[src/design/ipv4_cidr_text_parser_unit_assert.svh]
// Assertion macros for the address text parser.
// Each check is sampled on the rising clock and is off while reset is held.
`ifndef IPV4_CIDR_TEXT_PARSER_UNIT_ASSERT_SVH
`define IPV4_CIDR_TEXT_PARSER_UNIT_ASSERT_SVH

// Clocked check with reset disable; the enclosing module supplies clk_i and rst_ni.
`define IPV4CP_ASSERT(lbl, prop, msg) \
  lbl: assert property (@(posedge clk_i) disable iff (!rst_ni) (prop)) else $error(msg);

// Implication check: when the cause holds, the effect holds in the next cycle.
`define IPV4CP_ASSERT_NEXT(lbl, cause, effect, msg) \
  lbl: assert property (@(posedge clk_i) disable iff (!rst_ni) (cause) |=> (effect)) \
    else $error(msg);

`endif

[src/design/ipv4cp_pkg.sv]
package ipv4cp_pkg;

  // Field widths.
  localparam int unsigned CharW   = 8;
  localparam int unsigned OctetW  = 8;
  localparam int unsigned AccumW  = 9;
  localparam int unsigned PrefixW = 6;
  localparam int unsigned ResultW = 40;

  // Limits.
  localparam logic [AccumW-1:0] AccumSat  = 9'd511;
  localparam logic [AccumW-1:0] OctetMax  = 9'd255;
  localparam logic [AccumW-1:0] PrefixMax = 9'd32;

  // Character codes.
  localparam logic [CharW-1:0] ChDot   = 8'h2E;
  localparam logic [CharW-1:0] ChSlash = 8'h2F;
  localparam logic [CharW-1:0] ChPlus  = 8'h2B;
  localparam logic [CharW-1:0] ChMinus = 8'h2D;
  localparam logic [CharW-1:0] ChZero  = 8'h30;
  localparam logic [CharW-1:0] ChNine  = 8'h39;
  localparam logic [CharW-1:0] ChSpace = 8'h20;
  localparam logic [CharW-1:0] ChTab   = 8'h09;
  localparam logic [CharW-1:0] ChCr    = 8'h0D;

  typedef enum logic [3:0] {
    PH_NUM_WS   = 4'd0,
    PH_NUM_SIGN = 4'd1,
    PH_NUM_DIG  = 4'd2,
    PH_DOT_WS   = 4'd3,
    PH_SLASH_WS = 4'd4,
    PH_PRE_WS   = 4'd5,
    PH_PRE_SIGN = 4'd6,
    PH_PRE_DIG  = 4'd7,
    PH_DONE     = 4'd8
  } phase_e;

  typedef struct packed {
    logic [PrefixW-1:0] prefix_len;
    logic [OctetW-1:0]  octet_d;
    logic [OctetW-1:0]  octet_c;
    logic [OctetW-1:0]  octet_b;
    logic [OctetW-1:0]  octet_a;
    logic               addr_valid;
  } result_t;

  function automatic logic is_ws(input logic [CharW-1:0] c);
    return (c == ChSpace) || ((c >= ChTab) && (c <= ChCr));
  endfunction

  function automatic logic is_digit(input logic [CharW-1:0] c);
    return (c >= ChZero) && (c <= ChNine);
  endfunction

  // Times ten plus the digit, saturating at the accumulator limit.
  function automatic logic [AccumW-1:0] add_digit(input logic [AccumW-1:0] acc,
                                                   input logic [CharW-1:0] c);
    logic [12:0] wide;
    logic [CharW-1:0] d;
    d    = c - ChZero;
    wide = ({4'b0, acc} << 3) + ({4'b0, acc} << 1) + {5'b0, d};
    return (wide > {4'b0, AccumSat}) ? AccumSat : wide[AccumW-1:0];
  endfunction

  function automatic logic octet_bad(input logic [AccumW-1:0] acc, input logic neg);
    return (neg && (acc != '0)) || (acc > OctetMax);
  endfunction

  function automatic logic prefix_bad(input logic [AccumW-1:0] acc, input logic neg);
    return (neg && (acc != '0)) || (acc == '0) || (acc > PrefixMax);
  endfunction

endpackage

[src/design/ipv4_cidr_text_parser_unit.sv]
// Address text parser: takes an IPv4 address in dotted-decimal form, with an
// optional "/prefix" suffix, one character per item on the slave stream.
// tlast marks the final character of a text. On that item one result is
// produced on the master stream: a valid flag, four octets and the prefix
// length, all zero when the text is malformed. Items without tlast give no result.
// The result is registered and appears on the master side in the cycle after
// its final character is accepted. One character is taken per cycle while
// tready is high; the per-character work is a single state update with a
// times-ten accumulate between the parser registers and the result register.
// The result register decouples the two sides: input is taken while the
// result register is empty or being emptied in the same cycle. When the
// receiver stalls with a result pending, tready drops and the pending result
// holds until it is taken.
// Reset clears the parser to the start of a text and empties the result
// register. After each final character the parser returns to that state.
module ipv4_cidr_text_parser_unit (
  input  logic        clk_i,
  input  logic        rst_ni,
  input  logic        s_axis_tvalid_i,
  output logic        s_axis_tready_o,
  input  logic [7:0]  s_axis_tdata_i,  // [7:0] char_code
  input  logic        s_axis_tlast_i,  // last_char
  output logic        m_axis_tvalid_o,
  input  logic        m_axis_tready_i,
  // [0] addr_valid, [8:1] octet_a, [16:9] octet_b, [24:17] octet_c,
  // [32:25] octet_d, [38:33] prefix_len, [39] zero
  output logic [39:0] m_axis_tdata_o
);
  import ipv4cp_pkg::*;

  phase_e             phase_q, phase_d;
  logic [1:0]         idx_q, idx_d;
  logic [AccumW-1:0]  acc_q, acc_d;
  logic               neg_q, neg_d;
  logic [OctetW-1:0]  store_q [4];
  logic [OctetW-1:0]  store_d [4];
  logic               err_q, err_d;
  logic [PrefixW-1:0] prefix_q, prefix_d;

  logic               out_valid_q;
  result_t            res_q, res_d;

  logic [CharW-1:0]   ch;
  logic               ch_dig, ch_ws;
  logic [AccumW-1:0]  acc_next;
  logic               s_acc;

  assign ch       = s_axis_tdata_i[CharW-1:0];
  assign ch_dig   = is_digit(ch);
  assign ch_ws    = is_ws(ch);
  assign acc_next = add_digit(acc_q, ch);

  assign s_axis_tready_o = !out_valid_q || m_axis_tready_i;
  assign s_acc           = s_axis_tvalid_i && s_axis_tready_o;

  // Parser state update for one character.
  always_comb begin
    phase_d  = phase_q;
    idx_d    = idx_q;
    acc_d    = acc_q;
    neg_d    = neg_q;
    store_d  = store_q;
    err_d    = err_q;
    prefix_d = prefix_q;
    if (!err_q) begin
      case (phase_q)
        PH_NUM_WS, PH_PRE_WS: begin
          if (ch_ws) begin
            phase_d = phase_q;
          end else if ((ch == ChPlus) || (ch == ChMinus)) begin
            neg_d   = (ch == ChMinus);
            phase_d = (phase_q == PH_NUM_WS) ? PH_NUM_SIGN : PH_PRE_SIGN;
          end else if (ch_dig) begin
            acc_d   = acc_next;
            phase_d = (phase_q == PH_NUM_WS) ? PH_NUM_DIG : PH_PRE_DIG;
          end else begin
            err_d = 1'b1;
          end
        end
        PH_NUM_SIGN, PH_PRE_SIGN: begin
          if (ch_dig) begin
            acc_d   = acc_next;
            phase_d = (phase_q == PH_NUM_SIGN) ? PH_NUM_DIG : PH_PRE_DIG;
          end else begin
            err_d = 1'b1;
          end
        end
        PH_NUM_DIG: begin
          if (ch_dig) begin
            acc_d = acc_next;
          end else if (octet_bad(acc_q, neg_q)) begin
            err_d = 1'b1;
          end else begin
            store_d[idx_q] = acc_q[OctetW-1:0];
            if (idx_q != 2'd3) begin
              if (ch == ChDot) begin
                idx_d   = idx_q + 2'd1;
                acc_d   = '0;
                neg_d   = 1'b0;
                phase_d = PH_NUM_WS;
              end else if (ch_ws) begin
                phase_d = PH_DOT_WS;
              end else begin
                err_d = 1'b1;
              end
            end else begin
              if (ch == ChSlash) begin
                acc_d   = '0;
                neg_d   = 1'b0;
                phase_d = PH_PRE_WS;
              end else if (ch_ws) begin
                phase_d = PH_SLASH_WS;
              end else begin
                err_d = 1'b1;
              end
            end
          end
        end
        PH_DOT_WS: begin
          if (ch == ChDot) begin
            idx_d   = idx_q + 2'd1;
            acc_d   = '0;
            neg_d   = 1'b0;
            phase_d = PH_NUM_WS;
          end else if (!ch_ws) begin
            err_d = 1'b1;
          end
        end
        PH_SLASH_WS: begin
          if (ch == ChSlash) begin
            acc_d   = '0;
            neg_d   = 1'b0;
            phase_d = PH_PRE_WS;
          end else if (!ch_ws) begin
            err_d = 1'b1;
          end
        end
        PH_PRE_DIG: begin
          if (ch_dig) begin
            acc_d = acc_next;
          end else begin
            if (prefix_bad(acc_q, neg_q)) begin
              err_d = 1'b1;
            end else begin
              prefix_d = acc_q[PrefixW-1:0];
            end
            phase_d = PH_DONE;
          end
        end
        PH_DONE: begin
          phase_d = PH_DONE;
        end
        default: begin
          err_d = 1'b1;
        end
      endcase
    end
  end

  // Verdict at the end of the text, taken from the updated state.
  always_comb begin
    res_d = '0;
    if (!err_d) begin
      case (phase_d)
        PH_NUM_DIG: begin
          if ((idx_d == 2'd3) && !octet_bad(acc_d, neg_d)) begin
            res_d.addr_valid = 1'b1;
            res_d.octet_d    = acc_d[OctetW-1:0];
          end
        end
        PH_PRE_DIG: begin
          if (!prefix_bad(acc_d, neg_d)) begin
            res_d.addr_valid = 1'b1;
            res_d.octet_d    = store_d[3];
            res_d.prefix_len = acc_d[PrefixW-1:0];
          end
        end
        PH_DONE: begin
          res_d.addr_valid = 1'b1;
          res_d.octet_d    = store_d[3];
          res_d.prefix_len = prefix_d;
        end
        default: begin
          res_d.addr_valid = 1'b0;
        end
      endcase
      if (res_d.addr_valid) begin
        res_d.octet_a = store_d[0];
        res_d.octet_b = store_d[1];
        res_d.octet_c = store_d[2];
      end
    end
  end

  // Parser registers; the final character of a text returns them to the start.
  always_ff @(posedge clk_i or negedge rst_ni) begin
    if (!rst_ni) begin
      phase_q  <= PH_NUM_WS;
      idx_q    <= '0;
      acc_q    <= '0;
      neg_q    <= 1'b0;
      err_q    <= 1'b0;
      prefix_q <= '0;
      for (int i = 0; i < 4; i++) begin
        store_q[i] <= '0;
      end
    end else if (s_acc) begin
      if (s_axis_tlast_i) begin
        phase_q  <= PH_NUM_WS;
        idx_q    <= '0;
        acc_q    <= '0;
        neg_q    <= 1'b0;
        err_q    <= 1'b0;
        prefix_q <= '0;
        for (int i = 0; i < 4; i++) begin
          store_q[i] <= '0;
        end
      end else begin
        phase_q  <= phase_d;
        idx_q    <= idx_d;
        acc_q    <= acc_d;
        neg_q    <= neg_d;
        err_q    <= err_d;
        prefix_q <= prefix_d;
        store_q  <= store_d;
      end
    end
  end

  // Result register valid flag.
  always_ff @(posedge clk_i or negedge rst_ni) begin
    if (!rst_ni) begin
      out_valid_q <= 1'b0;
    end else if (s_acc && s_axis_tlast_i) begin
      out_valid_q <= 1'b1;
    end else if (m_axis_tready_i) begin
      out_valid_q <= 1'b0;
    end
  end

  // Result payload.
  always_ff @(posedge clk_i) begin
    if (s_acc && s_axis_tlast_i) begin
      res_q <= res_d;
    end
  end

  assign m_axis_tvalid_o = out_valid_q;
  assign m_axis_tdata_o  = {1'b0, res_q};

`include "ipv4_cidr_text_parser_unit_assert.svh"

  `IPV4CP_ASSERT(a_invalid_zero, (out_valid_q && !res_q.addr_valid) |-> ((res_q.octet_a == '0) && (res_q.octet_b == '0) && (res_q.octet_c == '0) && (res_q.octet_d == '0) && (res_q.prefix_len == '0)), "invalid result carries nonzero payload")
  `IPV4CP_ASSERT(a_prefix_range, (out_valid_q && res_q.addr_valid) |-> (res_q.prefix_len <= PrefixMax[PrefixW-1:0]), "prefix length above limit")
  `IPV4CP_ASSERT_NEXT(a_no_spurious, s_acc && !s_axis_tlast_i && !(out_valid_q && !m_axis_tready_i), !out_valid_q, "result without final character")
  `IPV4CP_ASSERT_NEXT(a_restart, s_acc && s_axis_tlast_i, (phase_q == PH_NUM_WS) && (idx_q == '0) && (acc_q == '0) && !err_q, "parser not restarted after text")
  `IPV4CP_ASSERT_NEXT(a_err_sticky, err_q && !(s_acc && s_axis_tlast_i), err_q, "error cleared inside a text")

endmodule
[config.mk]
export PLATFORM = sky130hd
export DESIGN_NAME = ipv4_cidr_text_parser_unit
export DESIGN_NICKNAME = d
export VERILOG_FILES = /design/src/design/ipv4cp_pkg.sv /design/src/design/ipv4_cidr_text_parser_unit.sv
export VERILOG_INCLUDE_DIRS = /design/src /design/src/design
export SDC_FILE = /design/constraint.sdc
export NUM_CORES = 1
export LEC_CHECK = 0
export BUFFER_PORTS_ARGS = -buffer_cell sky130_fd_sc_hd__buf_2
export CORE_MARGIN = 5
export CORE_UTILIZATION = 55
export CTS_CLUSTER_DIAMETER = 80
export DETAILED_ROUTE_END_ITERATION = 7
export GPL_TIMING_DRIVEN = 0
export MAX_ROUTING_LAYER = met4
export PLACE_DENSITY = 0.84
export SLEW_MARGIN = 20
export SYNTH_ARGS = -nofsm -noshare
export SYNTH_HDL_FRONTEND = slang
export SYNTH_SLANG_ARGS = --single-unit
export TNS_END_PERCENT = 10
[constraint.sdc]
create_clock -name clk_i -period 4.93 [get_ports clk_i]
set_clock_uncertainty 0.2 [all_clocks]
set_input_delay 0 -clock clk_i [delete_from_list [all_inputs] [get_ports clk_i]]
set_output_delay 0 -clock clk_i [all_outputs]
set_load 0.03 [all_outputs]
==> reports/qor.yml, run 1 <==
status: "finished with violations"
violations: "negative setup slack"
worstSetupEndpointType: "flip-flop"
die_area_um2: 13690
arrival_ps: 4850
async_flop_share: 0.5895
multi_input_area_um2: 3900
p_sw_mw: 0.7451
cts_buffers: 9
die_w_um: 117
synth_ff_type: "dfrtp_1"
clock.fmax_mhz: 201.9
slew_violations: 0
cts_root_buf: "clkbuf_16"
first_iter_violations: 919
gr-total-overflow: 0
post_drt_wl_per_cell_um: 22.30
synth_seq_cells: 95
syn_area_per_cell_um2: 9.274
vias_per_cell: 6.993
die_y_um: 117
diodes: 0
worstSetupPathType: "flip-flop to flip-flop"
setup_violations: 1
reg2reg_to: "m_axis_tdata_o[28]"
synth_nets: 719
rrSetupSlack_ps: -20
grt_pass1_vias: 5840
clockBufferDepth: 2
vias: 6427
io_pins: 55
reg2regPathDepth: 14
min_period_over_period: 1.005
core-area_um2: 11320
std_cell_rows: 39
place_ws_ps: -1455
hold_slack_ps: 65.46
setup_slack_ps: -23.86
final_common_cell: "nand2_1"
critPathMaxFanout: 8
cp.required_ps: 4830
drive_above_1_share: 0.2255
clock_power_share: 0.329
r2r-start: "acc_q[1]"
min_period_ps: 4954
initial_core_util: 0.5563
seq_area_frac_synth: 0.4085
num-nets-final: 811
cp-start-kind: "flip-flop"
synthCells: 679
port_buffers: 53
dp_hpwl_um: 12680
grt_use_total: 0.2888
area_growth_pct: 24.24
n_fill_cell: 783
layout.area.seq_um2: 2574
cts_num_sinks: 95
ys.warnings.count: 0
first_pass_iters: 7
vdd_drop_max_v: 0.0001527
max_slew_margin: 0.3961
power.leakage_nw: 3.080
internal_power_mw: 1.451
netSwitchingFraction: 0.3393
maxCapViolations: 0
cts_tree: "done"
mostFrequentLayoutCells: "84 x nand2_1, 58 x buf_2, 55 x dfrtp_1, 48 x a21oi_1, 43 x o21ai_0"
drcViolationCount: 0
hold_viol: 0
grt_pass1_wl_um: 29970
power.share.sequential: 0.404
drt-total-wl_um: 20500
grt_antenna_before_repair: 0
cts.clk_slew.worst_paths_ps: 70
ant_nets: 0
ys_types: 75
tightestPinTransition_ps: 905.9
powerDensity_nw_per_um2: 280.7
clock_latency_ps: 350
gp_congestion: 0.9943
synthesis.area_um2: 6297
hold_path_class: "input pin to async pin"
comb_power_share: 0.267
synth-edff-count: 39
grt_max_degree: 57
htree_levels: 3
[area by class of cell]
type,count,share of cell area
Tap cell,143,0.02287
Clock buffer,10,0.02927
Multi-Input combinational cell,517,0.4985
Buffer,50,0.03166
Inverter,19,0.01103
Clock inverter,6,0.009595
Sequential cell,95,0.3290
Timing Repair Buffer,79,0.06813
[metrics by stage]
stage	cells	cell area [um^2]	util	TNS, ps	power (mW)
after CTS	902	7457	0.6587	-1.591	2.121
after floorplan	679	6307	-	0	1.244
after global placement	875	6751	0.5964	-45480	1.360
after detailed placement	875	6754	0.5966	-50250	1.375
final	919	7824	0.6911	-23.86	2.196
after global routing	919	7824	0.6911	-2416	2.273
[kinds of logic (layout without fill, tap and decap cells)]
| group | count (synthesis) | count (layout) | share of synthesized area |
|---|---|---|---|
| xor+xnor | 11 | 11 | 0.01530 |
| simple gates | 203 | 203 | 0.1596 |
| compound gates | 241 | 243 | 0.2569 |
| mux | 32 | 32 | 0.05484 |
| buf+inv | 69 | 164 | 0.04351 |
| other cells | 1 | 1 | 0.0005955 |
| fa+ha+maj | 27 | 27 | 0.06080 |
| flops | 95 | 95 | 0.4085 |
[synthesized netlist by cell type (all sizes together) (11+ instances only)]
cell / count / area share
nand2: 84 / 0.050
nand3: 12 / 0.0095
ha: 21 / 0.042
dfrtp: 56 / 0.22
a22oi: 25 / 0.030
a22o: 16 / 0.022
buf: 12 / 0.0095
clkbuf: 38 / 0.023
a2111oi: 14 / 0.021
a21oi: 50 / 0.040
or3: 11 / 0.011
o21ai: 57 / 0.045
mux2i: 12 / 0.019
edfxtp: 39 / 0.19
nor2: 31 / 0.018
o211ai: 11 / 0.013
o22ai: 11 / 0.011
mux2: 20 / 0.036
inv: 16 / 0.0095
[worst max-delay path, stage by stage (launching register included)]
cell	delay [ps]
dfrtp_1	590
ha_1	320
ha_1	250
fa_2	420
a21o_1	240
a221oi_4	390
mux2i_4	150
o2111ai_4	380
buf_6	160
a2111oi_4	30
or3_4	420
and4_4	210
a21oi_1	560
o32a_1	280
o21ai_1	80
[repair_timing]
action,CTS,global route
setup buffers,7,14
hold endpoints to repair,62,0
setup endpoints to repair,47,39
pin swaps,13,23
gates cloned,1,3
gates resized for setup,62,34
hold buffers,3,0
[worst max path at each step]
stage	from	to	slack, ps	cells after the start
finish	acc_q[1]	m_axis_tdata_o[28]	-20	14
global route	acc_q[1]	m_axis_tdata_o[11]	-130	14
CTS	acc_q[0]	m_axis_tdata_o[11]	-2	16
detailed placement	acc_q[0]	m_axis_tdata_o[11]	-1460	16
global placement	acc_q[0]	m_axis_tdata_o[9]	-1320	16
floorplan	acc_q[0]	m_axis_tdata_o[10]	60	16
[flip-flops by register name, summed over array words and instances, names as in the netlist]
| name | flops |
|---|---|
| phase_q | 4 |
| neg_q | 1 |
| store_q | 32 |
| m_axis_tvalid_o | 1 |
| prefix_q | 6 |
| err_q | 1 |
| m_axis_tdata_o | 39 |
| acc_q | 9 |
| idx_q | 2 |
[metal layers]
metal / GRT usage / part of all wire / wire length [um]
met3: 0.07763 / 0.11 / 2350
met4: 0.08792 / 0.035 / 718
met5: - / 0 / 0
met2: 0.4524 / 0.47 / 9633
met1: 0.3689 / 0.38 / 7794
[power groups by stage]
stage                     clock, mW  sequential, mW  combinational [mW]
after floorplan                   0           0.917               0.327
after global placement            0           0.897               0.463
after detailed placement          0           0.899               0.476
after CTS                     0.713           0.883               0.525
after global routing          0.756           0.888               0.628
final                         0.723           0.886               0.587
No activity file was read; power rests on OpenSTA's default activity.
==> run 2: changes to the inputs <==
--- a/config.mk
+++ b/config.mk
@@ -9,9 +9,8 @@
 export BUFFER_PORTS_ARGS = -buffer_cell sky130_fd_sc_hd__buf_2
 export CORE_MARGIN = 5
 export CORE_UTILIZATION = 55
-export CTS_CLUSTER_DIAMETER = 80
+export CTS_CLUSTER_DIAMETER = 40
 export DETAILED_ROUTE_END_ITERATION = 7
-export GPL_TIMING_DRIVEN = 0
 export MAX_ROUTING_LAYER = met4
 export PLACE_DENSITY = 0.84
 export SLEW_MARGIN = 20
==> run 2 against run 1 <==
The run now ends clean; total power down 6.4%; combinational power is 18% lower; routed wire length down 11%; flip-flop and latch count did not move; sequential power is 2% higher; non-clock buffer count decreased by 41; global-route usage down 1.6 points; core utilization is 5.6 points lower; first-iteration DRC count fell by 17%; clock-buffer cell count is the same; largest cell class unchanged.
==> reports/qor.yml, run 2 (synthesis gave the netlist of run 1 again) <==
io_pins: 55  # unchanged
grt_pass1_wl_um: 28260  # -5.7%
num-nets-final: 768  # -5.3%
path_cells: "clkinv_1 > fa_1 > inv_1 > fa_1 > a21o_1 > a221oi_2 > mux2i_1 > o2111ai_2 > a2111oi_1 > a211o_1 > and4_1 > and2_1 > mux2i_4 > o21ai_1"
rrSetupSlack_ps: 120  # +150 ps
core-area_um2: 11320  # unchanged
holdPathStages: 3
grt_pass1_vias: 5542  # -5.1%
crit_family: "compound AO/OA/AOI/OAI gates"
final_common_cell: "nand2_1"
vdd_drop_max_v: 0.0002352  # +54%
grt_antenna_before_repair: 0  # unchanged
setup_violations: 0  # -1
reg2regPathDepth: 14  # unchanged
drive_above_1_share: 0.1842  # -0.04134
slew_violations: 0  # unchanged
crit_top_cell: "fa_1"
largest_reg_flops: 39  # unchanged
gp_congestion: 0.9781  # -1.6%
cp_num_cells: 14  # unchanged
cts_num_sinks: 95  # unchanged
worstSetupEndpointType: "flip-flop"
power.leakage_nw: 2.924  # -5.1%
cp_slowest_cell: "a2111oi_1"
cts_root_buf: "clkbuf_16"
layout.area.seq_um2: 2572  # about the same
first_pass_iters: 6  # -1
die_w_um: 117  # unchanged
postLayoutCoreUtil: 0.6346  # -0.05648
htree_levels: 3  # unchanged
clockBufferDepth: 2  # unchanged
path_buf_inv: 2  # +1
min_period_over_period: 0.9750  # -0.02985
arrival_ps: 4690  # -160 ps
first_iter_violations: 766  # -17%
status: "finished clean"
vias: 5830  # -9.3%
grt_use_total: 0.2723  # -0.01648
area_growth_pct: 14.09
powerDensity_nw_per_um2: 286.0  # +1.9%
multi_input_area_um2: 3532  # -9.4%
cp-start-kind: "flip-flop"
place_ws_ps: -24.77  # +1431 ps
cts_buffers: 9  # unchanged
gr-total-overflow: 0  # unchanged
drcViolationCount: 0  # unchanged
cp.required_ps: 4820  # about the same
drt-total-wl_um: 18280  # -11%
cts_tree: "done"
dp_hpwl_um: 12480  # -1.6%
die_y_um: 117  # unchanged
post_drt_wl_per_cell_um: 20.87  # -6.4%
ant_nets: 0  # unchanged
maxCapViolations: 0  # unchanged
cts.clk_slew.worst_paths_ps: 70  # about the same
vias_per_cell: 6.655  # -4.8%
die_area_um2: 13690  # unchanged
worstSetupPathType: "flip-flop to flip-flop"
tightestPinTransition_ps: 947.1  # +41.23 ps
initial_core_util: 0.5563  # unchanged
max_slew_margin: 0.3686  # -0.02748
grt_max_degree: 57  # unchanged
critPathMaxFanout: 9  # +1
min_period_ps: 4807  # -147.2 ps
diodes: 0  # unchanged
port_buffers: 53  # unchanged
mostFrequentLayoutCells: "83 x nand2_1, 56 x dfrtp_1, 53 x buf_2, 49 x a21oi_1, 43 x o21ai_0"
hold_path_class: "input pin to flip-flop"
hold_viol: 0  # unchanged
rsz0062_at_grt: "yes"
clock.fmax_mhz: 208.0  # +3.1%
slowest_delay_ps: 550  # -40 ps
std_cell_rows: 39  # unchanged
setup_slack_ps: 123.3  # +147.2 ps
n_fill_cell: 896  # +14%
clock_latency_ps: 350  # about the same
-- run 2: cell types whose count changed in the layout (fill, tap and decap cells not counted), sizes merged --
| cell | previous run | this run |
|---|---|---|
| dlygate4sd3 | 3 | 4 |
| clkbuf | 48 | 10 |
| inv | 21 | 19 |
| buf | 88 | 84 |
| bufinv | 1 | 0 |
| o2111ai | 5 | 3 |
| clkinv | 2 | 5 |
-- run 2: worst register-to-register path: stages (launching register included) --
cell and delay [ps]:
dfrtp_1 350, clkinv_1 110, fa_1 530, inv_1 70
fa_1 470, a21o_1 200, a221oi_2 310, mux2i_1 260
o2111ai_2 270, a2111oi_1 550, a211o_1 190, and4_1 300
and2_1 240, mux2i_4 370, o21ai_1 130
-- run 2: routing by layer --
metal | up-vias | part of all wire | GRT usage | wire, um
li1 | 2672 | - | - | -
met1 | 2764 | 0.41 | 0.3728 | 7414
met2 | 349 | 0.47 | 0.4190 | 8531
met3 | 45 | 0.10 | 0.03805 | 1885
met4 | 0 | 0.025 | 0.09251 | 452
met5 | - | 0 | - | 0
-- run 2: timing repair --
| item | CTS | global route |
|---|---|---|
| setup endpoints to repair | 8 | 39 |
| pin swaps | 0 | 1 |
| endpoints found under the hold margin | 63 | 0 |
| resized for setup | 1 | 14 |
| buffers inserted | 0 | 1 |
| hold buffers | 4 | 0 |
-- run 2: final cells by class --
cell class                 count  share of cell area
tap                          143             0.02490
multi-input combinational    515              0.4916
sequential                    95              0.3581
timing repair buffer          88             0.07663
clock inverter                 6            0.006966
inverter                      19            0.009927
clock buffer                  10             0.03187
-- run 2: power breakdown --
group	internal, mW	switching [mW]	total [mW]
Sequential	0.858	0.0476	0.905
Clock	0.350	0.317	0.666
Combinational	0.169	0.314	0.483
-- run 2: through the flow --
step | power (mW) | instance area (um^2) | TNS (ps) | hold WS (ps) | std cells
floorplan | 1.244 | 6307 | 0 | -495.6 | 679
finish | 2.055 | 7184 | 0 | 97.41 | 876
CTS | 2.030 | 7109 | 0 | 74.90 | 875
global route | 2.127 | 7184 | -373.3 | 134.2 | 876
detailed placement | 1.372 | 6787 | -65.22 | -14.46 | 855
global placement | 1.358 | 6787 | 0 | -22.29 | 855
-- run 2: path summary, 6_finish.rpt --
| path | from | to |
|---|---|---|
| hold reg to reg | prefix_q[1] | prefix_q[1] |
| setup / recovery | acc_q[0] | m_axis_tdata_o[32] |
| max in group asynchronous | rst_ni | acc_q[4] |
| hold / removal | s_axis_tvalid_i | phase_q[2] |
| min in group asynchronous | rst_ni | store_q[27] |
| setup reg to reg | acc_q[0] | m_axis_tdata_o[32] |
